--- config.mk ---
export PLATFORM = sky130hd
export DESIGN_NAME = cartridge_bank_mapper
export DESIGN_NICKNAME = d
export VERILOG_FILES = /design/src/design/cbm_pkg.sv /design/src/design/cbm_regs.sv /design/src/design/cbm_xlate.sv /design/src/design/cartridge_bank_mapper.sv
export SDC_FILE = /design/constraint.sdc
export NUM_CORES = 1
export LEC_CHECK = 0
export BUFFER_PORTS_ARGS = -buffer_cell sky130_fd_sc_hd__buf_2
export CAP_MARGIN = 20
export CORE_MARGIN = 10
export CORE_UTILIZATION = 45
export DETAILED_ROUTE_END_ITERATION = 8
export GPL_ROUTABILITY_DRIVEN = 0
export PLACE_DENSITY_LB_ADDON = 0.15
export SETUP_SLACK_MARGIN = 0.5
export SYNTH_ARGS = -nofsm -noshare
export SYNTH_HDL_FRONTEND = slang
export SYNTH_SLANG_ARGS = --single-unit
--- constraint.sdc ---
create_clock -name clk -period 5.8 [get_ports clk]
set_clock_uncertainty 0.05 [all_clocks]
set_input_delay 0.29 -clock clk [delete_from_list [all_inputs] [get_ports clk]]
set_output_delay 0.29 -clock clk [all_outputs]
set_load 0.02 [all_outputs]
--- src/design/cbm_pkg.sv ---
// Package for the cartridge bank mapper: request and result types,
// request type codes, write decode constants and the bank state record.
// No dependencies; used by every module of the block.
`timescale 1ns / 1ps

package cbm_pkg;

  // Request type codes.
  localparam logic [1:0] REQ_WRITE = 2'd0;
  localparam logic [1:0] REQ_CHR   = 2'd1;
  localparam logic [1:0] REQ_PRG   = 2'd2;

  // CPU write decode: the address is masked and then compared.
  localparam logic [15:0] DECODE_MASK     = 16'hF0C3;
  localparam logic [15:0] ADDR_PRG_FIRST  = 16'h8000;
  localparam logic [15:0] ADDR_MIRROR     = 16'h9000;
  localparam logic [15:0] ADDR_SWAP_A     = 16'h9002;
  localparam logic [15:0] ADDR_SWAP_B     = 16'h9080;
  localparam logic [15:0] ADDR_PRG_SECOND = 16'hA000;
  localparam logic [3:0]  CHR_PAGE_FIRST  = 4'hB;
  localparam logic [3:0]  CHR_PAGE_LAST   = 4'hE;

  // The last PRG bank register comes out of reset at its top value.
  localparam logic [7:0] LAST_BANK_RESET = 8'hFF;

  localparam int CHR_BANKS = 8;

  typedef struct packed {
    logic [1:0]  req_type;
    logic [15:0] bus_address;
    logic [7:0]  write_data;
  } req_t;

  typedef struct packed {
    logic [21:0] rom_address;
    logic [1:0]  mirror_mode;
  } result_t;

  // Every bank register of the mapper, as seen by the translator.
  typedef struct packed {
    logic [7:0]                      last_prg_bank;
    logic                            prg_swap_mode;
    logic [7:0]                      prg_bank_first;
    logic [7:0]                      prg_bank_second;
    logic [CHR_BANKS-1:0][11:0]      chr_bank_regs;
    logic [1:0]                      mirror_reg;
  } bank_state_t;

endpackage

--- src/design/cbm_regs.sv ---
// Bank register file of the cartridge bank mapper: decodes CPU writes and
// holds the PRG, CHR, mirroring and swap registers plus the last bank setting.
// Depends on cbm_pkg.
`timescale 1ns / 1ps

module cbm_regs (
  input  logic                clk,
  input  logic                rst,
  input  logic                valid,
  input  cbm_pkg::req_t       item,
  input  logic                cfg_we,
  input  logic [7:0]          cfg_data,
  output cbm_pkg::bank_state_t state,
  output logic [1:0]          mirror_next
);

  cbm_pkg::bank_state_t bank;
  logic [15:0] dec;
  logic [3:0]  page;
  logic [3:0]  page_offset;
  logic [2:0]  chr_index;
  logic        wr_en;
  logic        hit_prg_first;
  logic        hit_mirror;
  logic        hit_swap;
  logic        hit_prg_second;
  logic        hit_chr;

  // Address decode of a CPU write request.
  always_comb begin
    dec            = item.bus_address & cbm_pkg::DECODE_MASK;
    page           = dec[15:12];
    page_offset    = page - cbm_pkg::CHR_PAGE_FIRST;
    chr_index      = {page_offset[1:0], item.bus_address[1]};
    wr_en          = valid && (item.req_type == cbm_pkg::REQ_WRITE);
    hit_prg_first  = wr_en && (dec == cbm_pkg::ADDR_PRG_FIRST);
    hit_mirror     = wr_en && (dec == cbm_pkg::ADDR_MIRROR);
    hit_swap       = wr_en && ((dec == cbm_pkg::ADDR_SWAP_A) ||
                               (dec == cbm_pkg::ADDR_SWAP_B));
    hit_prg_second = wr_en && (dec == cbm_pkg::ADDR_PRG_SECOND);
    hit_chr        = wr_en && (page >= cbm_pkg::CHR_PAGE_FIRST) &&
                     (page <= cbm_pkg::CHR_PAGE_LAST) && (dec[11:6] == 6'd0);
  end

  // Mirroring as it stands once this request has taken effect.
  assign mirror_next = hit_mirror ? item.write_data[1:0] : bank.mirror_reg;
  assign state       = bank;

  // Register updates from configuration and decoded writes.
  always_ff @(posedge clk) begin
    if (rst) begin
      bank.last_prg_bank   <= cbm_pkg::LAST_BANK_RESET;
      bank.prg_swap_mode   <= 1'b0;
      bank.prg_bank_first  <= '0;
      bank.prg_bank_second <= '0;
      bank.chr_bank_regs   <= '0;
      bank.mirror_reg      <= '0;
    end else begin
      if (cfg_we) begin
        bank.last_prg_bank <= cfg_data;
      end
      if (hit_prg_first) begin
        bank.prg_bank_first <= item.write_data;
      end
      if (hit_mirror) begin
        bank.mirror_reg <= item.write_data[1:0];
      end
      if (hit_swap) begin
        bank.prg_swap_mode <= item.write_data[1];
      end
      if (hit_prg_second) begin
        bank.prg_bank_second <= item.write_data;
      end
      if (hit_chr) begin
        if (item.bus_address[0]) begin
          bank.chr_bank_regs[chr_index][11:4] <= item.write_data;
        end else begin
          bank.chr_bank_regs[chr_index][3:0] <= item.write_data[3:0];
        end
      end
    end
  end

  // A mirroring write is visible in the register in the next cycle.
  a_mirror_write: assert property (@(posedge clk) disable iff (rst)
    hit_mirror |=> bank.mirror_reg == $past(item.write_data[1:0]))
    else $error("mirroring register missed a write");

  // Only a write request may change the CHR bank registers.
  a_chr_hold: assert property (@(posedge clk) disable iff (rst)
    !wr_en |=> $stable(bank.chr_bank_regs))
    else $error("CHR bank registers changed without a write request");

  // A configuration write loads the last bank register.
  a_cfg_write: assert property (@(posedge clk) disable iff (rst)
    cfg_we |=> bank.last_prg_bank == $past(cfg_data))
    else $error("last bank register missed a configuration write");

endmodule

--- src/design/cbm_xlate.sv ---
// Address translator of the cartridge bank mapper: maps CHR and PRG lookup
// requests onto ROM byte addresses from the current bank registers.
// Depends on cbm_pkg.
`timescale 1ns / 1ps

module cbm_xlate (
  input  cbm_pkg::req_t        item,
  input  cbm_pkg::bank_state_t state,
  output logic [21:0]          rom_address
);

  logic [7:0]  second_last;
  logic [7:0]  prg_bank;
  logic [1:0]  slot;
  logic [2:0]  chr_index;
  logic [21:0] prg_address;
  logic [21:0] chr_address;

  // PRG slot selection; swap mode exchanges the 0x8000 and 0xC000 slots.
  always_comb begin
    second_last = state.last_prg_bank - 8'd1;
    slot        = item.bus_address[14:13];
    case (slot)
      2'd0:    prg_bank = state.prg_swap_mode ? second_last : state.prg_bank_first;
      2'd1:    prg_bank = state.prg_bank_second;
      2'd2:    prg_bank = state.prg_swap_mode ? state.prg_bank_first : second_last;
      default: prg_bank = state.last_prg_bank;
    endcase
    prg_address = {1'b0, prg_bank, item.bus_address[12:0]};
  end

  // CHR lookup through one of the eight 1K bank registers.
  always_comb begin
    chr_index   = item.bus_address[12:10];
    chr_address = {state.chr_bank_regs[chr_index], item.bus_address[9:0]};
  end

  // Writes and the unused request type give a zero address.
  always_comb begin
    case (item.req_type)
      cbm_pkg::REQ_CHR: rom_address = chr_address;
      cbm_pkg::REQ_PRG: rom_address = prg_address;
      default:          rom_address = '0;
    endcase
  end

endmodule

--- src/design/cartridge_bank_mapper.sv ---
// Top level of the cartridge bank mapper: request register, bank register
// file, address translator and result register.
// Depends on cbm_pkg, cbm_regs and cbm_xlate.
`timescale 1ns / 1ps

// The mapper takes one request in every clock cycle; busy is never raised.
// Each request, whether a CPU register write, a CHR lookup or a PRG lookup,
// gives exactly one result: it is held in the request register, where the
// write decode and the translation run, then registered onto the result
// ports with done high for a single cycle. The receiver cannot stall, so it
// must take the result in that cycle. A lookup sees every write accepted
// before it, and mirror_mode shows the mirroring after the request. The user
// must write the last bank setting through cfg_we and cfg_data only while no
// request is in flight; the block itself does not enforce this.
module cartridge_bank_mapper (
  input  logic              clk,
  input  logic              rst,
  input  logic              start,
  output logic              busy,
  input  cbm_pkg::req_t     req,
  output logic              done,
  output cbm_pkg::result_t  result,
  input  logic              cfg_we,
  input  logic [7:0]        cfg_data
);

  logic                 s1_valid;
  cbm_pkg::req_t        s1_req;
  cbm_pkg::bank_state_t state;
  logic [1:0]           mirror_next;
  logic [21:0]          rom_address;

  assign busy = 1'b0;

  // Request register.
  always_ff @(posedge clk) begin
    if (rst) begin
      s1_valid <= 1'b0;
    end else begin
      s1_valid <= start && !busy;
    end
    s1_req <= req;
  end

  cbm_regs u_regs (
    .clk        (clk),
    .rst        (rst),
    .valid      (s1_valid),
    .item       (s1_req),
    .cfg_we     (cfg_we),
    .cfg_data   (cfg_data),
    .state      (state),
    .mirror_next(mirror_next)
  );

  cbm_xlate u_xlate (
    .item       (s1_req),
    .state      (state),
    .rom_address(rom_address)
  );

  // Result register and strobe.
  always_ff @(posedge clk) begin
    if (rst) begin
      done <= 1'b0;
    end else begin
      done <= s1_valid;
    end
    result.rom_address <= rom_address;
    result.mirror_mode <= mirror_next;
  end

  // Every result traces back to a request that passed through the request register and the result register.
  a_done_source: assert property (@(posedge clk) disable iff (rst)
    done |-> $past(start, 2))
    else $error("result without a matching request");

  // Write requests and the unused type report a zero ROM address.
  a_write_zero: assert property (@(posedge clk) disable iff (rst)
    (s1_valid && (s1_req.req_type != cbm_pkg::REQ_CHR) &&
     (s1_req.req_type != cbm_pkg::REQ_PRG)) |=> result.rom_address == '0)
    else $error("nonzero ROM address for a non-lookup request");

  // The 0xE000 slot always maps to the last PRG bank.
  a_last_slot: assert property (@(posedge clk) disable iff (rst)
    (s1_valid && (s1_req.req_type == cbm_pkg::REQ_PRG) &&
     (s1_req.bus_address[14:13] == 2'b11))
    |=> result.rom_address[20:13] == $past(state.last_prg_bank))
    else $error("top PRG slot not mapped to the last bank");

endmodule
==> results of run 1 <==
-- area by class of cell --
type                    count  area, sq um  area share
clock inverters            14          129      0.0155
multi-input cells         442         3320       0.401
well taps                 211          264      0.0318
repair buffers             93          611      0.0736
clock buffers              18          439      0.0529
inverters                   7         26.3     0.00317
flip-flops and latches    175         3500       0.422
-- registers in the layout, summed over array words and instances, names as in the netlist --
name / cells
u_regs.state: 123
s1_req: 26
done: 1
s1_valid: 1
result: 24
-- worst min-delay path by stage --
stage                     depth (start not counted)                end        start
after floorplan                                   0          s1_req[0]       req[0]
after global placement                            1          s1_req[5]       req[5]
after detailed placement                          1          s1_req[4]       req[4]
after CTS                                         3  u_regs.state[116]  cfg_data[1]
after global routing                              3  u_regs.state[122]  cfg_data[7]
final                                             3  u_regs.state[120]  cfg_data[5]
-- report_power, final --
part / internal [W] / switching [W]
logic: 0.0000546 / 0.0000701
registers: 0.00122 / 0.0000313
clock network: 0.000608 / 0.000484
total: 0.00188 / 0.000586
-- layout by cell type, fill, tap and decap left out, types with 4 or more instances in the layout --
master and n:
nor2_1 113, clkbuf_16 17, buf_2 61, mux4_2 24
inv_6 5, nor2_8 4, mux2i_1 117, a21oi_1 26
nand2_1 40, nand3b_1 5, dfxtp_1 175, nand3_1 19
dlygate4sd3_1 26, o22ai_1 6, and2_1 12, buf_4 5
nor2b_1 6, ha_1 4, o21ai_0 23, inv_1 6
-- worst min-delay path, stage by stage --
cell and delay, ns:
buf_2 0.08, mux2i_1 0.05, nand2_1 0.06
-- cell usage after synthesis, types with 3 or more instances --
| cell type | instances | share of area |
|---|---|---|
| buf_4 | 3 | 0.0032 |
| nor2b_1 | 6 | 0.0053 |
| nand3_1 | 19 | 0.013 |
| nand2_1 | 40 | 0.021 |
| nor2_1 | 113 | 0.060 |
| mux2i_1 | 117 | 0.17 |
| buf_1 | 5 | 0.0027 |
| a21oi_1 | 26 | 0.018 |
| nor3b_1 | 3 | 0.0032 |
| nor2_8 | 4 | 0.011 |
| mux4_2 | 24 | 0.076 |
| buf_2 | 20 | 0.014 |
| dfxtp_1 | 175 | 0.50 |
| o21ai_0 | 23 | 0.016 |
| and2_1 | 12 | 0.011 |
| o31ai_1 | 3 | 0.0032 |
| o22ai_1 | 6 | 0.0053 |
| inv_1 | 6 | 0.0032 |
| ha_1 | 4 | 0.0071 |
| clkbuf_1 | 20 | 0.011 |
| nand3b_1 | 5 | 0.0053 |
-- metrics by stage --
step	setup WS, ns	util	instance area [sq um]
after detailed placement	3.04	0.487	7460
after floorplan	3.88	-	7080
after CTS	3.03	0.541	8290
final	3.04	0.542	8300
after global placement	3.09	0.487	7460
after global routing	2.80	0.542	8300
-- logic make-up after synthesis --
group,after synthesis,share of synthesized area
AND/OR/NAND/NOR,220,0.154
flip-flops,175,0.495
multiplexers,143,0.245
AO/OA/AOI/OAI,70,0.0569
buffers and inverters,56,0.0359
adder cells (fa/ha/maj),4,0.00707
XOR/XNOR,4,0.00495
other,1,0.000530
-- routing by layer --
metal,up-vias,part of all wire
met5,-,0
met4,0,0.016
met3,25,0.056
met2,159,0.46
met1,2472,0.47
li1,2455,-
-- repair_timing --
action,CTS,global route
setup buffers,0,0
hold buffers,26,0
hold endpoints to repair,26,0
==> flow_summary.ini, run 1 <==
[outcome]
status = completed

[critical_path]
required_ns = 6.03
critical_path_class = register to register
cp_num_cells = 5
endpoint_kind = register
ff2ff_path_depth = 5
path_max_fanout = 27
critPathArrivalTime_ns = 2.99
critPathTopFamily = simple AND/OR/NAND/NOR gates
critPathLaunch = s1_req[22]
critPathBufInv = 0
crit_path_max_incr_delay_ns = 0.84
critPathSlowestCell = nor3b_2
path_cells = or3_1, nor4_2, nor3b_2, mux2i_1, nor2_1
r2r-end = u_regs.state[108]
crit_end = u_regs.state[108]
r2r-start = s1_req[22]
ff2ff_setup_slack_ns = 3.04
worst_setup_path_start_kind = register

[final_layout]
finalNetCount = 778
final_cells = 960
antenna_cells = 0
area_growth_pct = 17.3
drive_above_1_share = 0.188
nFillCells = 1389

[pwr]
p_leak_nw = 3.55
design_power_total_w = 0.00247
vdd_drop_max_uv = 203
power_density_nw_per_um2 = 298

[synthesis]
syn_nets = 715
synth_seq_cells = 175
synth_edf_count = 0
yosysSeqAreaShare = 0.495
synthCells = 673
ys.flop_type = dfxtp_1
yosys.cell_types.count = 51
synthesis.area_sq_um = 7080
yosysWarnings = 0
syn-mean-instance-area_sq_um = 10.5
synthArstFlopShare = 0

[timing]
setup_viol = 0
holdWs_ns = 0.0268
max_freq_mhz = 362
rsz0062_at_grt = false
tightest_slew_ns = 0.983
tns_ns = 0
period_minus_slack_ns = 2.76
drv_slew = 0
slew_headroom = 0.344
fin_crit_sh = 0.476
hold_viol = 0

[cts]
clockBufferDepth = 2
insertion_delay_ns = 0.43
cts_made_buffers = 17
clk_pin_slew_ns = 0.07
root_buffer = clkbuf_16
cts_resized = 0
numClockSinks = 175
tritoncts = yes
htree_num_levels = 4

[placement]
numPlacedInstances = 901
io_buffer_count = 62
dpl.hpwl_um = 11000

[die]
dieHeight_um = 145
io_pins = 64
num_rows = 45
die_w_um = 145
core_area_sq_um = 15300
start_util = 0.462
die_area_sq_um = 21100

[grt]
antenna_found_initial = 0
grt_use_total = 0.158
gr-usage-met1 = 0.211
grt_pass1_wl_um = 27000
grt_max_degree = 94
grt_util_met2 = 0.242
grt_overflow_total = 0
top_usage_layer = met2
grt_pass1_vias = 4959
use_met3 = 0.0388

[drt]
viasPerCell = 5.32
drcViolationCount = 0
drt_wl_total_um = 16700
postRouteAntennaNets = 0
wl_per_cell_um = 17.4
firstDrtPassIters = 5
num_vias = 5111
drtIter0Drc = 372

[worst_hold_path]
hold_class = input port to register

[flow_run]
maxCapViolCount = 0
Power figures use the tool's default switching activity.
==> run 2, diff against run 1 <==
- clock period: 5.8 -> 2.3 ns (I/O delays scaled with it)
==> flow_summary.ini, run 2 (synthesized netlist as in run 1, its figures left out) <==
[outcome]
status = completed

[placement]
placed_area_sq_um = 7640
dpl.hpwl_um = 11200
io_buffer_count = 62
dpl_worst_slack_ns = 0.255

[critical_path]
endpoint_kind = register
critPathTopFamily = simple AND/OR/NAND/NOR gates
ff2ff_path_depth = 7
required_ns = 2.54
r2r-end = u_regs.state[13]
crit_path_max_incr_delay_ns = 0.64
ff2ff_setup_slack_ns = 0.26
critPathSlowestCell = or4b_4
critPathArrivalTime_ns = 2.28
r2r-start = s1_req[24]
critPathBufInv = 1
path_max_fanout = 8
worst_setup_path_start_kind = register
path_cells = inv_2, ha_4, nand4b_4, or4b_4, nor2_8, mux2i_1, nor2_1
critical_path_class = register to register
cp_num_cells = 7

[cts]
clockBufferDepth = 2
root_buffer = clkbuf_16
numClockSinks = 175
tritoncts = yes
clk_pin_slew_ns = 0.06
insertion_delay_ns = 0.42
cts_made_buffers = 17
htree_num_levels = 4

[pwr]
p_leak_nw = 3.82
p_int_w = 0.00493
p_clk_frac = 0.447
netSwitchingPower_w = 0.00148
p_comb_frac = 0.062
power_density_nw_per_um2 = 707
p_sw_frac = 0.231
vdd_drop_max_uv = 532
share_seq_of_total_power = 0.491

[grt]
antenna_found_initial = 0
grt_overflow_total = 0
grt_pass1_wl_um = 27600
grt_pass1_vias = 5209
grt_use_total = 0.159
grt_max_degree = 116

[flow_run]
maxCapViolCount = 0

[die]
core_area_sq_um = 15300
io_pins = 64
die_w_um = 145
start_util = 0.462
die_area_sq_um = 21100
num_rows = 45
dieHeight_um = 145

[final_layout]
finalNetCount = 824
drive_above_1_share = 0.268
final_area_sq_um = 9070
largest_reg_flops = 123
multi_input_area_sq_um = 3560
fin_util = 0.592
nFillCells = 1291
antenna_cells = 0
area_growth_pct = 28.1
layout_commonest_cell = dfxtp_1
regArea_sq_um = 3520
mostFrequentLayoutCells = dfxtp_1 (167), mux2i_1 (116), nor2_1 (109)

[worst_hold_path]
min_to = u_regs.state[115]
hold_start = cfg_we
hold_path_depth = 3
hold_class = input port to register

[timing]
hold_viol = 0
layout_setup_ws_ns = 0.261
period_minus_slack_ns = 2.04
max_freq_mhz = 490
tightest_slew_ns = 0.801
slew_headroom = 0.465
rsz0062_at_grt = true
setup_viol = 0
tns_ns = 0
drv_slew = 0
fin_crit_sh = 0.887

[drt]
firstDrtPassIters = 4
wl_per_cell_um = 16.9
postRouteAntennaNets = 0
viasPerCell = 5.16
drcViolationCount = 0
drt_wl_total_um = 17000
num_vias = 5195
drtIter0Drc = 307
==> run 2: changes by cell type in the layout (fill, tap and decap cells not counted), sizes merged <==
cell / before / now
dlygate4sd3: 26 / 35
bufinv: 1 / 2
inv: 11 / 8
clkinv: 6 / 7
clkbuf: 19 / 21
buf: 66 / 103
clkinvlp: 3 / 2
==> run 2: worst register-to-register path: stages, from the launching register on <==
cell and delay (ns):
dfxtp_2 0.32, inv_2 0.07, ha_4 0.15, nand4b_4 0.10
or4b_4 0.64, nor2_8 0.27, mux2i_1 0.25, nor2_1 0.06
==> run 2: through the flow <==
stage          hold WS (ns)  power (W)  cells
2_1_floorplan        0.0927    0.00341    673
3_3_place_gp          0.168    0.00353    920
3_5_place_dp          0.169    0.00354    920
4_1_cts              0.0146    0.00644    995
5_1_grt              0.0350    0.00665   1006
6_report             0.0156    0.00641   1006
==> run 2: power groups by stage <==
stage / Clock (W) / Combinational (W) / Sequential, W
floorplan: 0 / 0.000214 / 0.00319
global placement: 0 / 0.000318 / 0.00321
detailed placement: 0 / 0.000323 / 0.00321
CTS: 0.00292 / 0.000379 / 0.00315
global route: 0.00307 / 0.000433 / 0.00315
finish: 0.00286 / 0.000399 / 0.00315
==> run 2: layer usage <==
| metal | vias to the layer above | track usage | routed length [um] |
|---|---|---|---|
| met2 | 107 | 0.250 | 7920 |
| met3 | 24 | 0.0345 | 644 |
| li1 | 2564 | - | - |
| met4 | 0 | 0.0581 | 273 |
| met1 | 2500 | 0.211 | 8210 |
| met5 | - | 0 | 0 |
==> run 2: repair_timing <==
item	in CTS	in global routing
buffers inserted	8	10
gates resized for setup	19	54
hold buffers	35	0
endpoints found under the setup margin	88	121
cloned	0	1
endpoints found under the hold margin	35	0
pin swaps	9	51
==> run 2: area by class of cell <==
cell class | count | share of cell area
well taps | 211 | 0.0291
inverters | 7 | 0.00290
multi-input cells | 442 | 0.393
clock buffers | 20 | 0.0504
clock inverters | 12 | 0.0148
flip-flops and latches | 175 | 0.389
repair buffers | 139 | 0.121
==> run 2: worst max path at each step <==
stage                          start                to  slack [ns]
after CTS                 s1_req[24]  u_regs.state[13]        0.25
after floorplan           s1_req[25]  u_regs.state[37]        0.43
final                     s1_req[24]  u_regs.state[13]        0.26
after global routing      s1_req[24]  u_regs.state[13]        0.18
after detailed placement  s1_req[25]  u_regs.state[12]        0.25
after global placement    s1_req[25]  u_regs.state[84]        0.29
==> run 3, diff against run 2 <==
--- a/config.mk
+++ b/config.mk
@@ -7,2 +7,3 @@
 export LEC_CHECK = 0
+export ABC_CLOCK_PERIOD_IN_PS = 2300
 export BUFFER_PORTS_ARGS = -buffer_cell sky130_fd_sc_hd__buf_2
@@ -10,3 +11,3 @@
 export CORE_MARGIN = 10
-export CORE_UTILIZATION = 45
+export CORE_UTILIZATION = 53
 export DETAILED_ROUTE_END_ITERATION = 8
--- a/constraint.sdc
+++ b/constraint.sdc
@@ -4,2 +4,2 @@
 set_output_delay 0.115 -clock clk [all_outputs]
-set_load 0.02 [all_outputs]
+set_load 0.05 [all_outputs]
==> flow_summary.ini, run 3 (synthesized netlist as in run 1, its figures left out) <==
[outcome]
status = completed

[die]
start_util = 0.539
num_rows = 42
dieHeight_um = 136
die_w_um = 136
die_area_sq_um = 18400
core_area_sq_um = 13100
io_pins = 64

[final_layout]
mostFrequentLayoutCells = dfxtp_1 (167), mux2i_1 (116), nor2_1 (110)
layout_commonest_cell = dfxtp_1
fin_util = 0.672
nFillCells = 977
final_area_sq_um = 8830
area_growth_pct = 24.7
largest_reg_flops = 123
drive_above_1_share = 0.248
finalNetCount = 816

[drt]
firstDrtPassIters = 5
wl_per_cell_um = 17.4
highest_layer = met4
met3_length_um = 892
viasPerCell = 5.45
postRouteAntennaNets = 0
met2_length_um = 7900
drcViolationCount = 0
num_vias = 5256
wl_met1_um = 7690
drtIter0Drc = 273
drt_wl_total_um = 16800

[cts]
htree_num_levels = 4
insertion_delay_ns = 0.44
clockBufferDepth = 2
tritoncts = yes
root_buffer = clkbuf_16
clk_pin_slew_ns = 0.06
numClockSinks = 175
cts_made_buffers = 17

[critical_path]
crit_path_max_incr_delay_ns = 0.64
path_cells = inv_2, ha_4, nand4b_4, or4b_4, nor2_8, mux2i_1, nor2_1
ff2ff_setup_slack_ns = 0.25
endpoint_kind = register
critPathBufInv = 1
required_ns = 2.55
path_max_fanout = 8
worst_setup_path_start_kind = register
critical_path_class = register to register
critPathArrivalTime_ns = 2.31
critPathSlowestCell = or4b_4
ff2ff_path_depth = 7
r2r-start = s1_req[24]
r2r-end = u_regs.state[54]
critPathTopFamily = simple AND/OR/NAND/NOR gates

[timing]
tns_ns = 0
rsz0062_at_grt = true
tightest_slew_ns = 0.758
hold_viol = 0
fin_crit_sh = 0.893
setup_viol = 0
slew_headroom = 0.494
max_freq_mhz = 487
period_minus_slack_ns = 2.05
drv_slew = 0

[worst_hold_path]
hold_class = input port to register
hold_start = cfg_we
min_to = u_regs.state[116]
hold_path_depth = 3

[pwr]
power_density_nw_per_um2 = 748
p_leak_nw = 3.81
design_power_total_w = 0.00660
vdd_drop_max_uv = 582

[placement]
dpl.hpwl_um = 10600
placed_area_sq_um = 7570
io_buffer_count = 62

[grt]
grt_use_total = 0.187
grt_overflow_total = 0
antenna_found_initial = 1
grt_pass1_wl_um = 27400
grt_pass1_vias = 5265
grt_max_degree = 116

[flow_run]
maxCapViolCount = 0
==> run 3: worst max-delay path by stage <==
stage | slack [ns] | to | depth (start not counted) | start
after global placement | 0.29 | u_regs.state[58] | 7 | s1_req[25]
final | 0.25 | u_regs.state[54] | 7 | s1_req[24]
after global routing | 0.16 | u_regs.state[61] | 7 | s1_req[24]
after detailed placement | 0.24 | u_regs.state[54] | 7 | s1_req[25]
after floorplan | 0.43 | u_regs.state[37] | 8 | s1_req[25]
after CTS | 0.25 | u_regs.state[54] | 7 | s1_req[24]
==> run 3: cell type report <==
class / count / area, sq um / share of cell area
diodes: 1 / 2.50 / 0.000284
clock buffers: 24 / 502 / 0.0568
clock inverters: 8 / 128 / 0.0145
inverters: 7 / 26.3 / 0.00298
multi-input cells: 442 / 3430 / 0.389
flip-flops and latches: 175 / 3520 / 0.399
well taps: 176 / 220 / 0.0250
repair buffers: 131 / 993 / 0.113
==> run 3: routing by layer <==
layer	GRT usage	up-vias
met4	0.0652	0
met1	0.232	2546
met5	0	-
li1	-	2542
met2	0.307	144
met3	0.0493	24
==> run 3: metrics by stage <==
| step | setup slack [ns] | hold WS [ns] | cells |
|---|---|---|---|
| 4_1_cts | 0.250 | 0.0296 | 954 |
| 6_report | 0.245 | 0.0286 | 964 |
| 3_3_place_gp | 0.294 | 0.167 | 880 |
| 5_1_grt | 0.162 | 0.0539 | 964 |
| 2_1_floorplan | 0.429 | 0.0927 | 673 |
| 3_5_place_dp | 0.241 | 0.169 | 880 |
==> run 3: report_power, final <==
group	total (W)	leakage, nW	internal (W)	switching [W]
sequential	0.00314	1.42	0.00308	0.0000623
combinational	0.000445	2.08	0.000191	0.000254
clock	0.00301	0.303	0.00185	0.00116
==> run 3: worst reg2reg max path, delay by kind of cell, from the launching register on <==
family | cells | cell delay (ns)
and+or+nand+nor | 4 | 1.08
DFF | 1 | 0.32
muxes | 1 | 0.25
adders and majority gates | 1 | 0.15
buffers and inverters | 1 | 0.07
==> run 3: what timing repair did <==
item | 4_1_cts | 5_1_grt
hold buffers | 35 | 0
setup endpoints to repair | 96 | 118
hold endpoints to repair | 35 | 0
setup buffers | 6 | 9
gates resized for setup | 17 | 19
gates cloned | 1 | 0
pin swaps | 12 | 18
